===== src/sv/erm_pkg.sv =====
// Package for the echo range median filter: field widths, register indexes,
// reset values, the conversion reciprocal and the controller command struct.
// It depends on nothing else.
package erm_pkg;

  localparam int unsigned DUR_W    = 16;
  localparam int unsigned DIST_W   = 15;
  localparam int unsigned RAW_W    = 16;
  localparam int unsigned CFG_W    = 16;
  localparam int unsigned CFG_IDX_W = 2;
  localparam int unsigned OUT_W    = RAW_W + 1 + DIST_W;

  localparam int unsigned WINDOW_SIZE_DEF = 5;

  localparam logic [CFG_IDX_W-1:0] CFG_MIN_DIST = 2'd0;
  localparam logic [CFG_IDX_W-1:0] CFG_MAX_DIST = 2'd1;
  localparam logic [CFG_IDX_W-1:0] CFG_TIMEOUT  = 2'd2;

  localparam logic [DIST_W-1:0] MIN_DIST_RST = 15'd32;
  localparam logic [DIST_W-1:0] MAX_DIST_RST = 15'd6400;
  localparam logic [DUR_W-1:0]  TIMEOUT_RST  = 16'd30000;

  localparam logic [RAW_W-1:0] NO_ECHO_RAW = 16'hFFF0;

  // Distance = floor(duration * 343 / 1250), taken as duration * K >> 27.
  // K is rounded up; the error stays below the smallest fraction step.
  localparam int unsigned RECIP_K_W   = 26;
  localparam int unsigned RECIP_SHIFT = 27;
  localparam logic [RECIP_K_W-1:0] RECIP_K = 26'd36829345;
  localparam int unsigned PROD_W = DUR_W + RECIP_K_W;

  typedef struct packed {
    logic capture;
    logic mul;
    logic check;
    logic del;
    logic ins;
    logic load;
  } cmd_t;

endpackage


===== src/sv/echo_range_median_filter.sv =====
// Echo range median filter, top level: converts an echo duration to a
// distance, checks it and reports the median of a sliding window.
// An accepted word passes through capture, multiply, range check, delete and
// insert before its result is presented, later if the result register is still
// held; a new word is accepted only after the six-state controller sequence ends in the result load.
// Reset clears the controller, count and write slot and loads the configuration registers with their reset values.
module echo_range_median_filter #(
  parameter int unsigned WINDOW_SIZE = erm_pkg::WINDOW_SIZE_DEF
) (
  input  logic                          clk_i,
  input  logic                          rst_ni,
  input  logic                          s_axis_tvalid,
  output logic                          s_axis_tready,
  input  logic [erm_pkg::DUR_W-1:0]     s_axis_tdata,  // echo_duration
  output logic                          m_axis_tvalid,
  input  logic                          m_axis_tready,
  output logic [erm_pkg::OUT_W-1:0]     m_axis_tdata,  // raw_distance, in_range, median_distance
  input  logic                          cfg_we_i,
  input  logic [erm_pkg::CFG_IDX_W-1:0] cfg_idx_i,
  input  logic [erm_pkg::CFG_W-1:0]     cfg_wdata_i
);
  import erm_pkg::*;

  cmd_t cmd;

  erm_ctrl u_ctrl (
    .clk_i       (clk_i),
    .rst_ni      (rst_ni),
    .in_valid_i  (s_axis_tvalid),
    .in_ready_o  (s_axis_tready),
    .out_ready_i (m_axis_tready),
    .out_valid_o (m_axis_tvalid),
    .cmd_o       (cmd)
  );

  erm_datapath #(
    .WINDOW_SIZE (WINDOW_SIZE)
  ) u_datapath (
    .clk_i       (clk_i),
    .rst_ni      (rst_ni),
    .cmd_i       (cmd),
    .dur_i       (s_axis_tdata),
    .cfg_we_i    (cfg_we_i),
    .cfg_idx_i   (cfg_idx_i),
    .cfg_wdata_i (cfg_wdata_i),
    .out_data_o  (m_axis_tdata)
  );

  a_busy_after_accept: assert property (@(posedge clk_i) disable iff (!rst_ni)
    (s_axis_tvalid && s_axis_tready) |=> !s_axis_tready)
    else $error("input accepted while a word is in progress");

  a_in_range_nonneg: assert property (@(posedge clk_i) disable iff (!rst_ni)
    (m_axis_tvalid && m_axis_tdata[RAW_W]) |-> !m_axis_tdata[RAW_W-1])
    else $error("in-range result with negative raw distance");

  a_result_from_busy: assert property (@(posedge clk_i) disable iff (!rst_ni)
    $rose(m_axis_tvalid) |-> $past(!s_axis_tready))
    else $error("result appeared without a word in progress");

endmodule


===== src/sv/erm_ctrl.sv =====
// Controller of the echo range median filter: sequences one word through
// capture, multiply, range check, delete, insert and result load.
// Depends on erm_pkg.
module erm_ctrl (
  input  logic          clk_i,
  input  logic          rst_ni,
  input  logic          in_valid_i,
  output logic          in_ready_o,
  input  logic          out_ready_i,
  output logic          out_valid_o,
  output erm_pkg::cmd_t cmd_o
);
  import erm_pkg::*;

  localparam logic [2:0] ST_IDLE = 3'd0;
  localparam logic [2:0] ST_MUL  = 3'd1;
  localparam logic [2:0] ST_CHK  = 3'd2;
  localparam logic [2:0] ST_DEL  = 3'd3;
  localparam logic [2:0] ST_INS  = 3'd4;
  localparam logic [2:0] ST_OUT  = 3'd5;

  logic [2:0] state_q, state_d;
  logic       out_valid_q, out_valid_d;
  logic       out_free;

  assign out_free = !out_valid_q || out_ready_i;

  always_comb begin
    state_d = state_q;
    cmd_o   = '0;
    unique case (state_q)
      ST_IDLE: begin
        if (in_valid_i) begin
          cmd_o.capture = 1'b1;
          state_d = ST_MUL;
        end
      end
      ST_MUL: begin
        cmd_o.mul = 1'b1;
        state_d = ST_CHK;
      end
      ST_CHK: begin
        cmd_o.check = 1'b1;
        state_d = ST_DEL;
      end
      ST_DEL: begin
        cmd_o.del = 1'b1;
        state_d = ST_INS;
      end
      ST_INS: begin
        cmd_o.ins = 1'b1;
        state_d = ST_OUT;
      end
      ST_OUT: begin
        if (out_free) begin
          cmd_o.load = 1'b1;
          state_d = ST_IDLE;
        end
      end
      default: state_d = ST_IDLE;
    endcase
  end

  always_comb begin
    out_valid_d = out_valid_q;
    if (out_valid_q && out_ready_i) out_valid_d = 1'b0;
    if (cmd_o.load) out_valid_d = 1'b1;
  end

  always_ff @(posedge clk_i or negedge rst_ni) begin
    if (!rst_ni) begin
      state_q     <= ST_IDLE;
      out_valid_q <= 1'b0;
    end else begin
      state_q     <= state_d;
      out_valid_q <= out_valid_d;
    end
  end

  assign in_ready_o  = (state_q == ST_IDLE);
  assign out_valid_o = out_valid_q;

endmodule


===== src/sv/erm_datapath.sv =====
// Datapath of the echo range median filter: configuration registers,
// conversion, range check, ring memory and the sorted window cells.
// Depends on erm_pkg and is driven by erm_ctrl.
module erm_datapath #(
  parameter int unsigned WINDOW_SIZE = erm_pkg::WINDOW_SIZE_DEF
) (
  input  logic                           clk_i,
  input  logic                           rst_ni,
  input  erm_pkg::cmd_t                  cmd_i,
  input  logic [erm_pkg::DUR_W-1:0]      dur_i,
  input  logic                           cfg_we_i,
  input  logic [erm_pkg::CFG_IDX_W-1:0]  cfg_idx_i,
  input  logic [erm_pkg::CFG_W-1:0]      cfg_wdata_i,
  output logic [erm_pkg::OUT_W-1:0]      out_data_o
);
  import erm_pkg::*;

  localparam int unsigned CNT_W  = $clog2(WINDOW_SIZE + 1);
  localparam int unsigned ADDR_W = (WINDOW_SIZE > 1) ? $clog2(WINDOW_SIZE) : 1;

  logic [DIST_W-1:0] min_dist_q, max_dist_q;
  logic [DUR_W-1:0]  timeout_q;

  always_ff @(posedge clk_i or negedge rst_ni) begin
    if (!rst_ni) begin
      min_dist_q <= MIN_DIST_RST;
      max_dist_q <= MAX_DIST_RST;
      timeout_q  <= TIMEOUT_RST;
    end else if (cfg_we_i) begin
      unique case (cfg_idx_i)
        CFG_MIN_DIST: min_dist_q <= cfg_wdata_i[DIST_W-1:0];
        CFG_MAX_DIST: max_dist_q <= cfg_wdata_i[DIST_W-1:0];
        CFG_TIMEOUT:  timeout_q  <= cfg_wdata_i;
        default: ;
      endcase
    end
  end

  logic [DUR_W-1:0]  dur_q;
  logic [PROD_W-1:0] prod_q;
  logic [DIST_W-1:0] dist_val;
  logic              echo, valid;
  logic [RAW_W-1:0]  raw_q;
  logic              valid_q;
  logic [DIST_W-1:0] push_q, old_q;
  logic [OUT_W-1:0]  out_q;

  assign dist_val = prod_q[RECIP_SHIFT +: DIST_W];
  assign echo     = (dur_q != '0) && (dur_q <= timeout_q);
  assign valid    = echo && (dist_val >= min_dist_q) && (dist_val <= max_dist_q);

  always_ff @(posedge clk_i) begin
    if (cmd_i.capture) dur_q <= dur_i;
    if (cmd_i.mul) prod_q <= PROD_W'(dur_q) * PROD_W'(RECIP_K);
    if (cmd_i.check) begin
      raw_q   <= echo ? {1'b0, dist_val} : NO_ECHO_RAW;
      valid_q <= valid;
      push_q  <= valid ? dist_val : max_dist_q;
    end
  end

  logic [ADDR_W-1:0] wpos_q;
  logic [CNT_W-1:0]  cnt_q;
  logic              full;
  logic [DIST_W-1:0] ring_mem [WINDOW_SIZE];

  assign full = (cnt_q == CNT_W'(WINDOW_SIZE));

  always_ff @(posedge clk_i) begin
    if (cmd_i.del) ring_mem[wpos_q] <= push_q;
    if (cmd_i.capture) old_q <= ring_mem[wpos_q];
  end

  always_ff @(posedge clk_i or negedge rst_ni) begin
    if (!rst_ni) begin
      wpos_q <= '0;
      cnt_q  <= '0;
    end else begin
      if (cmd_i.del && full) cnt_q <= cnt_q - CNT_W'(1);
      if (cmd_i.ins) begin
        cnt_q  <= cnt_q + CNT_W'(1);
        wpos_q <= (wpos_q == ADDR_W'(WINDOW_SIZE - 1)) ? '0 : wpos_q + ADDR_W'(1);
      end
    end
  end

  // Sorted copy of the window; cells at or beyond the count act as infinity.
  logic [DIST_W-1:0]      sorted_q [WINDOW_SIZE];
  logic [WINDOW_SIZE-1:0] filled, gt, ge;

  for (genvar k = 0; k < WINDOW_SIZE; k++) begin : g_cell
    logic [DIST_W-1:0] ins_val, del_val;

    assign filled[k] = (CNT_W'(k) < cnt_q);
    assign gt[k] = !filled[k] || (sorted_q[k] > push_q);
    assign ge[k] = filled[k] && (sorted_q[k] >= old_q);

    if (k == 0) begin : g_first
      assign ins_val = gt[k] ? push_q : sorted_q[k];
    end else begin : g_rest
      assign ins_val = gt[k] ? (gt[k-1] ? sorted_q[k-1] : push_q) : sorted_q[k];
    end

    if (k == WINDOW_SIZE - 1) begin : g_last
      assign del_val = sorted_q[k];
    end else begin : g_inner
      assign del_val = ge[k] ? sorted_q[k+1] : sorted_q[k];
    end

    always_ff @(posedge clk_i) begin
      if (cmd_i.del && full) sorted_q[k] <= del_val;
      else if (cmd_i.ins) sorted_q[k] <= ins_val;
    end
  end

  logic [ADDR_W-1:0] mid;
  assign mid = ADDR_W'(cnt_q >> 1);

  always_ff @(posedge clk_i) begin
    if (cmd_i.load) out_q <= {sorted_q[mid], valid_q, raw_q};
  end

  assign out_data_o = out_q;

endmodule


===== config.mk =====
export PLATFORM = sky130hd
export DESIGN_NAME = echo_range_median_filter
export DESIGN_NICKNAME = d
export VERILOG_FILES = /design/src/sv/erm_pkg.sv /design/src/sv/echo_range_median_filter.sv /design/src/sv/erm_ctrl.sv /design/src/sv/erm_datapath.sv
export SDC_FILE = /design/constraint.sdc
export NUM_CORES = 1
export LEC_CHECK = 0
export ABC_CLOCK_PERIOD_IN_PS = 17800
export BUFFER_PORTS_ARGS = -buffer_cell sky130_fd_sc_hd__buf_2
export CORE_MARGIN = 2
export CORE_UTILIZATION = 35
export DETAILED_ROUTE_END_ITERATION = 8
export HOLD_SLACK_MARGIN = 0.08
export SYNTH_ARGS = -nofsm -noshare
export SYNTH_HDL_FRONTEND = slang
export SYNTH_SLANG_ARGS = --single-unit

===== constraint.sdc =====
create_clock -name clk_i -period 17.8 [get_ports clk_i]
set_input_delay 0.89 -clock clk_i [delete_from_list [all_inputs] [get_ports clk_i]]
set_output_delay 0.89 -clock clk_i [all_outputs]
set_load 0.005 [all_outputs]

## After elaboration in Yosys (flattened, before gate mapping)

Memory sizes are Yosys's and may differ from the RTL's. A register that Yosys moved wholly into a read port is not among the register bits.
Cells that the tools add are included.
Widths: inputs -> output; s select.

- Memory bits (read-only): 0
- Word-level logic and storage cells: 126
- Bits of input ports: 39
- Flip-flop bits (word level): 178
- Memories: 2
- Bits in latches: 0
- RAM bits: 150

- Mux-type cells: 43
- Shifts and indexed selects: 0
- Add/sub/neg operators: 3
- Div/mod/pow operators: 0
- Reductions and logical operators: 30
- Magnitude comparators: 17
- Bitwise operators: 5
- $mul: 1
- Equal/unequal tests: 11

Memories:

| name | depth | bits a word | read ports | clocked after Yosys merged registers in | write ports | RTL line | text |
|---|---|---|---|---|---|---|---|
| u_datapath.ring_mem | 5 | 15 | 1 | 1 | 1 | erm_datapath.sv:65 | `logic [DIST_W-1:0] ring_mem [WINDOW_SIZE];` |
| u_datapath.sorted_q | 5 | 15 | 6 | 1 | 5 | erm_datapath.sv:88 | `logic [DIST_W-1:0] sorted_q [WINDOW_SIZE];` |

Operators by type and width:

| operator | number |
|---|---|
| $mux 15 | 19 |
| $ge 15x15->1 | 5 |
| $gt 15x15->1 | 5 |
| $mul 16x26->42 const B | 1 |
| $pmux 3 s6 | 1 |
| $mux 1 | 17 |
| $le 16x16->1 | 1 |
| $mux 16 | 1 |
| $reduce_bool 16->1 | 1 |
| $le 15x15->1 | 1 |
| $mux 3 | 5 |
| $eq 3x3->1 const B | 4 |
| $logic_and 1x1->1 | 9 |
| $reduce_and 2->1 | 4 |
| $add 3x1->3 const B | 2 |
| $eq 3x2->1 const B | 2 |
| $logic_not 1->1 | 6 |
| $logic_or 1x1->1 | 6 |
| $lt 1x3->1 const A | 2 |
| $lt 2x3->1 const A | 2 |
| $or 1x1->1 | 5 |
| $reduce_bool 2->1 | 2 |
| $eq 3x1->1 const B | 1 |
| $logic_not 3->1 | 1 |
| 7 further kinds | 7 |

## Logic depth before layout (Yosys ltp)

Gate-level depths: netlist of run 1.

- Word-level depth: 6
- Gate-level depth with buffers: 21

## Cells and area by module

A second synthesis of run 1 with hierarchy kept.

- Cells, all modules: 1,883
- Area, all modules: 22,496.6 µm²

By module, submodules not included:

| module | area each (µm²) | times used | cells an instance | seq. area each (µm²) |
|---|---|---|---|---|
| erm_datapath | 22,245.1 | 1 | 1,856 | 9,122.5 |
| erm_ctrl | 251.5 | 1 | 27 | 100.1 |

## Least setup slack after synthesis of run 1

Ideal clock, no wire load.

- Path type: register to register
- Start: register u_datapath.dur_q[4]
- End: register u_datapath.prod_q[39], data pin
- Stages on the path, launching flop included: 20
- Data arrival time: 5.629 ns
- Required time: 17.534 ns
- Clock period less this slack: 5.895 ns
- Path slack: 11.905 ns
- Path buffers: 0
- Library setup time: 0.266 ns
- Cell sequence: edfxtp_1 fa_1 fa_1 inv_1 fa_1 inv_1 fa_1 fa_1 inv_1 fa_1 inv_1 ha_1 and3_1 nand4_1 o221ai_1 a2111oi_0 o31ai_1 and2_1 o21ai_0 a21oi_1

- Longest elaborated chain between the ends: 1

Ends and longest elaborated chain:

| what | RTL line | text |
|---|---|---|
| start, declared | erm_datapath.sv:39 | `logic [DUR_W-1:0] dur_q;` |
| start signal, assigned | erm_datapath.sv:53 | `if (cmd_i.capture) dur_q <= dur_i;` |
| $mul 16x26->42 | erm_datapath.sv:54 | `if (cmd_i.mul) prod_q <= PROD_W'(dur_q) * PROD_W'(RECIP_K);` |
| end signal, assigned | erm_datapath.sv:54 |  |
| end, declared | erm_datapath.sv:40 | `logic [PROD_W-1:0] prod_q;` |

Every way passes these cells.
A chain may end at the register's enable or synchronous reset.

## Worst setup path in the final report of run 1

- Start: register u_datapath.dur_q[5]
- End: register u_datapath.prod_q[39], data pin

The elaborated chain is that of the path after synthesis.

==> run_results.csv, run 1 <==
group,metric,value,unit
cts,cts_made_buffers,37,
synthesis,synth_enable_flop_cells,260,
placed_design,gp_congestion,0.9248,
synthesis,synth-seq-cells,316,
route,vias,15360,
route,ant_nets,0,
timing,relSlewSlack,0.2678,
run_status,status,"completed",
placed_design,place.port_buffers,72,
setup_path,r2r-end,"u_datapath.prod_q[39]$_DFFE_PP_",
setup_path,cp.required,18.08,ns
floorplan,die-area,66610,um^2
route,post_drt_wl_per_cell,19.48,um
route,drt-vias-per-instance,5.209,
timing,fin_skew,0.02757,ns
timing,max_slew.worst_pin.slew,1.098,ns
timing,post-route-period-util,0.3734,
timing,max_freq,0.1505,GHz
synthesis,synth_cells,1986,
cts,cts_sinks,316,
placed_design,dp_hpwl,45130,um
min_path,hold_class,"register to register",
min_path,hold_path_end,"u_datapath.out_data_o[2]$_DFFE_PP_",
timing,final.min_clock_period,6.646,ns
finish,drive_above_1_share,0.1280,
route,drtPass1Iterations,5,
synthesis,synthTopCellsByArea,"edfxtp_1 35%, ha_1 19%, fa_1 8.9%, dfrtp_1 5.0%, inv_1 4.9%",
timing,rsz0062_at_grt,"false",
synthesis,avgSynthCellArea,11.38,um^2
setup_path,path_class,"register to register",
cts,cts_setup_buffers,0,
floorplan,pin_count,73,
timing,fin_ws,11.15,ns
setup_path,start_kind,"register",
finish,final_cell_mix,"345 x ha_1, 293 x inv_1, 260 x edfxtp_1",
timing,slew_violations,0,
floorplan,initial_core_util,0.3524,
finish,num_antenna_cells,0,
finish,utilization,0.3928,
synthesis,seq_area_frac_synth,0.4081,
timing,hold_violations,0,
synthesis,synth_flop_cell,"edfxtp_1",
global_routing,track_usage,0.1750,
route,drc,0,
run,maxCapViolations,0,
cts,clock_latency,0.55,ns
timing,fin_setup_tns,0,ns
setup_path,worstSetupEndpointType,"register",
global_routing,grt_pass1_vias,16090,
synthesis,yosys.area.top_type,"edfxtp_1",
synthesis,ys_types,62,
timing,setup_viol,0,
synthesis,ys_async_sr_fraction,0.1772,
floorplan,die_h,258.1,um
min_path,worstHoldPathCells,0,
cts,clock_tree.root_cell,"clkbuf_16",
global_routing,antenna_found_initial,0,
global_routing,grt_pass1_wl,90760,um
global_routing,grt_overflow_total,0,
min_path,min_from,"u_datapath.raw_q[2]$_SDFFCE_PN0P_",
finish,fin_nets,2553,
finish,final_common_cell,"ha_1",
route,wl,57440,um
setup_path,ff2ff_setup_slack,11.15,ns
setup_path,worstPathMaxFanout,9,
setup_path,r2r_cells,19,
cts,cts_tree,"built",
setup_path,critical_path_arrival,6.92,ns
placed_design,pre_cts_slack,11.20,ns
cts,cts_max_level,2,
floorplan,fp-row-count,93,
synthesis,synth_area,22600,um^2
cts,cts_resized,0,
synthesis,synth_top_area_frac,0.3455,
finish,fillers,6176,
cts,hold_buffers,0,
setup_path,r2r-start,"u_datapath.dur_q[5]$_DFFE_PP_",
synthesis,yosys_warnings,0,
floorplan,fp.dieW,258.1,um
cts,clk_transition_reported_paths,0.06,ns
route,drt_iter0_drc,969,
finish,area_delta_synth_final,11.46,%
synthesis,syn_nets,2471,
floorplan,core,64120,um^2
global_routing,grt_max_degree,90,
cts,clockBufferDepth,3,
-- worst max-delay path, stage by stage, from the launching register on --
cell and delay [ns]:
edfxtp_1 0.62, fa_1 0.62, fa_1 0.53, inv_1 0.05
fa_1 0.50, inv_1 0.05, fa_1 0.46, fa_1 0.54
inv_1 0.05, fa_1 0.53, inv_1 0.04, ha_1 0.32
and3_1 0.21, nand4_1 0.16, o221ai_1 0.20, a2111oi_0 0.78
o31ai_1 0.20, and2_1 0.22, o21ai_0 0.21, a21oi_1 0.10
-- worst max-delay path by stage --
stage / startpoint / endpoint / slack (ns) / cells past startpoint
floorplan: u_datapath.dur_q[4]$_DFFE_PP_ / u_datapath.prod_q[39]$_DFFE_PP_ / 11.90 / 19
global placement: u_datapath.dur_q[4]$_DFFE_PP_ / u_datapath.prod_q[39]$_DFFE_PP_ / 11.24 / 19
detailed placement: u_datapath.dur_q[4]$_DFFE_PP_ / u_datapath.prod_q[39]$_DFFE_PP_ / 11.20 / 19
CTS: u_datapath.dur_q[4]$_DFFE_PP_ / u_datapath.prod_q[39]$_DFFE_PP_ / 11.19 / 19
global route: u_datapath.dur_q[4]$_DFFE_PP_ / u_datapath.prod_q[39]$_DFFE_PP_ / 10.73 / 19
finish: u_datapath.dur_q[5]$_DFFE_PP_ / u_datapath.prod_q[39]$_DFFE_PP_ / 11.15 / 19
-- layer usage --
metal  share of wire  track usage  routed length (um)
met1            0.44       0.2256               25000
met2            0.49       0.3026               27970
met3           0.043      0.02297                2474
met4           0.035      0.05973                1996
met5               0            0                   0
-- cells in the mapped netlist (24+ instances only) --
cell	instances
inv_1	293
dfrtp_1	45
nand4_1	35
mux2_2	55
a21o_1	51
a21oi_1	102
mux2i_1	46
fa_1	101
ha_1	345
a211oi_1	24
o21ai_0	114
edfxtp_1	260
nand2_1	100
nor2_1	92
clkbuf_1	45
nor3_1	57
-- stage by stage --
stage                     hold WS (ns)  instances  instance area [um^2]
after floorplan                 0.4003       1986                 22600
after global placement          0.4069       2884                 24050
after detailed placement        0.4045       2884                 24050
after CTS                       0.4075       2949                 25190
after global routing            0.4231       2949                 25190
final                           0.4128       2949                 25190
-- flip-flops by register name, indices dropped and copies added (netlist names) --
signal,flops
u_datapath.prod_q,15
u_datapath.dur_q,16
u_datapath.cnt_q,3
u_datapath.old_q,15
u_datapath.ring_mem,75
u_datapath.sorted_q,75
u_ctrl.out_valid_o,1
u_datapath.push_q,15
u_datapath.valid_q,1
u_datapath.max_dist_q,15
u_datapath.timeout_q,16
u_ctrl.state_q,3
u_datapath.min_dist_q,15
u_datapath.wpos_q,3
u_datapath.raw_q,16
u_datapath.out_data_o,32
-- kinds of logic after synthesis --
family                     Yosys count  share of synthesized area
buffers and inverters              346                    0.05792
muxes                              124                    0.06872
adders and majority gates          446                     0.2805
xor gates and xnor gates            13                   0.005039
and+or+nand+nor                    378                    0.08073
DFF                                316                     0.4081
AOI/OAI and AO/OA                  363                    0.09895
-- layout make-up --
class | instances | area, um^2 | area share
Inverter | 294 | 1104 | 0.04382
Sequential cell | 316 | 9223 | 0.3662
Clock buffer | 48 | 977.2 | 0.03880
Tap cell | 855 | 1070 | 0.04247
Timing Repair Buffer | 95 | 533.0 | 0.02116
Multi-Input combinational cell | 1324 | 12120 | 0.4812
Clock inverter | 17 | 160.2 | 0.006359
Power of run 1 is not shown: default switching activity piles up to over one toggle a cycle in this logic, so the estimate is an artifact.
==> run 2: changes to the inputs <==
Settings changed: ABC_AREA set to 1, ABC_CLOCK_PERIOD_IN_PS 17800 to 6600.
Clock period 17.8 ns to 6.6 ns, I/O delays scaled along.
==> run_results.csv, run 2 <==
group,metric,value,unit
run_status,status,"completed",
synthesis,syn_nets,3059,
floorplan,initial_core_util,0.3522,
cts,clk_transition_reported_paths,0.07,ns
cts,hold_buffers,30,
global_routing,track_usage,0.1873,
cts,cts_resized,0,
global_routing,grt_max_degree,88,
global_routing,antenna_found_initial,0,
timing,max_freq,0.1716,GHz
finish,fin_nets,3167,
route,drt_iter0_drc,1331,
synthesis,synth_flop_cell,"edfxtp_1",
finish,final_common_cell,"nand2_1",
finish,num_antenna_cells,0,
placed_design,place.port_buffers,72,
synthesis,synth_cells,2574,
global_routing,grt_pass1_wl,101500,um
setup_path,cp.required,6.92,ns
min_path,hold_class,"input pin to register",
synthesis,synthTopCellsByArea,"edfxtp_1 33%, ha_1 18%, nand2_1 9.2%, fa_1 8.6%, inv_1 7.0%",
placed_design,dp_cells,3485,
synthesis,synth-seq-cells,316,
setup_path,worstSetupEndpointType,"register",
floorplan,pin_count,73,
floorplan,core,66920,um^2
synthesis,synth_enable_flop_cells,260,
synthesis,ys_types,50,
cts,cts_setup_buffers,0,
cts,clock_tree.root_cell,"clkbuf_16",
synthesis,avgSynthCellArea,9.158,um^2
cts,cts_sinks,316,
route,drt-vias-per-instance,5.016,
cts,clock_latency,0.57,ns
timing,fin_skew,0.02536,ns
synthesis,seq_area_frac_synth,0.3912,
timing,relSlewSlack,0.2262,
timing,slew_violations,0,
floorplan,die-area,69440,um^2
timing,final.min_clock_period,5.826,ns
route,wl,64690,um
finish,final_cell_mix,"576 x nand2_1, 442 x inv_1, 345 x ha_1",
finish,utilization,0.3978,
route,ant_nets,0,
finish,regArea,9223,um^2
timing,max_slew.worst_pin.slew,1.154,ns
synthesis,yosys.area.top_type,"edfxtp_1",
cts,clockBufferDepth,3,
synthesis,yosys_warnings,0,
route,vias,17980,
floorplan,fp.dieW,263.5,um
setup_path,worstPathMaxFanout,8,
route,post_drt_wl_per_cell,18.05,um
timing,post-route-period-util,0.8828,
floorplan,fp-row-count,95,
timing,rsz0062_at_grt,"false",
cts,cts_made_buffers,38,
cts,cts_max_level,2,
finish,area_delta_synth_final,12.92,%
finish,fillers,6640,
timing,hold_violations,0,
floorplan,die_h,263.5,um
run,maxCapViolations,0,
route,drc,0,
setup_path,critical_path_arrival,6.14,ns
synthesis,synth_common_cells,"576 x nand2_1, 442 x inv_1, 345 x ha_1, 260 x edfxtp_1, 145 x o21ai_0",
global_routing,grt_overflow_total,0,
finish,layout.cells.non_filler,3585,
placed_design,dp_hpwl,50050,um
finish,drive_above_1_share,0.07375,
global_routing,grt_pass1_vias,17760,
synthesis,synth.most_common_cell,"nand2_1",
synthesis,ys_async_sr_fraction,0.1772,
route,drtPass1Iterations,7,
cts,cts_tree,"built",
synthesis,synth_top_area_frac,0.3312,
finish,multi_input_area,12480,um^2
setup_path,path_class,"register to register",
synthesis,synth_area,23570,um^2
timing,setup_viol,0,
placed_design,gp_congestion,0.9000,
setup_path,start_kind,"register",
timing,fin_setup_tns,0,ns
==> run 2: changes by cell type after synthesis, moves of 17 or more <==
cell,change
inv_1,+149
a211oi_1,-23
a21o_1,-46
nand3_1,+122
nand2_1,+476
nor3_1,-37
mux4_2,-17
mux2_2,-55
mux2i_1,-46
nand4_1,+24
nor2_1,+24
nor2b_1,-17
a21oi_1,+41
o21ai_0,+31
==> run 2: layout make-up <==
type / instances / share of cell area
Inverter: 447 / 0.06303
Tap cell: 873 / 0.04103
Clock inverter: 27 / 0.01274
Timing Repair Buffer: 123 / 0.03074
Clock buffer: 43 / 0.03718
Sequential cell: 316 / 0.3465
Multi-Input combinational cell: 1756 / 0.4688
==> run 2: through the flow <==
stage	setup slack (ns)	hold WS, ns	area, um^2
final	0.7735	0.1153	26620
after global routing	0.4044	0.1153	26620
after CTS	0.7731	0.09147	26620
after detailed placement	0.7828	0.4054	24990
after global placement	0.8232	0.4048	24990
after floorplan	1.304	0.03441	23570
==> run 2: critical path, stage by stage (launching register included) <==
cell and delay, ns:
edfxtp_1 0.65, fa_1 0.77, inv_1 0.08, fa_1 0.46
fa_1 0.51, inv_1 0.05, fa_1 0.53, inv_1 0.06
fa_1 0.52, fa_1 0.55, inv_1 0.04, ha_1 0.32
a21oi_1 0.22, inv_1 0.06, a21oi_1 0.20, o21ai_0 0.19
a21oi_1 0.21, nand2_1 0.07, nand2_1 0.05, nand2_1 0.04
==> run 2: final timing paths <==
path,from,end,slack (ns),cells past startpoint
max,u_datapath.dur_q[10]$_DFFE_PP_,u_datapath.prod_q[39]$_DFFE_PP_,0.77,19
min,cfg_wdata_i[0],u_datapath.max_dist_q[0]$_DFFE_PN0P_,0.12,3
max reg2reg,u_datapath.dur_q[10]$_DFFE_PP_,u_datapath.prod_q[39]$_DFFE_PP_,0.77,19
min reg2reg,u_datapath.raw_q[4]$_SDFFCE_PN1P_,u_datapath.out_data_o[4]$_DFFE_PP_,0.42,0
max in group asynchronous,rst_ni,u_datapath.min_dist_q[13]$_DFFE_PN0P_,5.60,3
min in group asynchronous,rst_ni,u_ctrl.state_q[0]$_DFFE_PN0P_,0.44,3
==> run 2: kinds of logic after synthesis <==
group,Yosys count,share of synthesized area
AO/OA/AOI/OAI,348,0.08238
XOR/XNOR,4,0.001486
adder cells (fa/ha/maj),446,0.2689
buffers and inverters,502,0.08169
flip-flops,316,0.3912
AND/OR/NAND/NOR,958,0.1743
==> run 2: routing by layer <==
layer  part of all wire  vias up  GRT usage
met3              0.056       80    0.02563
met4              0.022        0    0.04664
li1                   -     8847          -
met2               0.48      467     0.3208
met1               0.44     8587     0.2495
met5                  0        -          0
Power of run 2 is left out for the same reason.
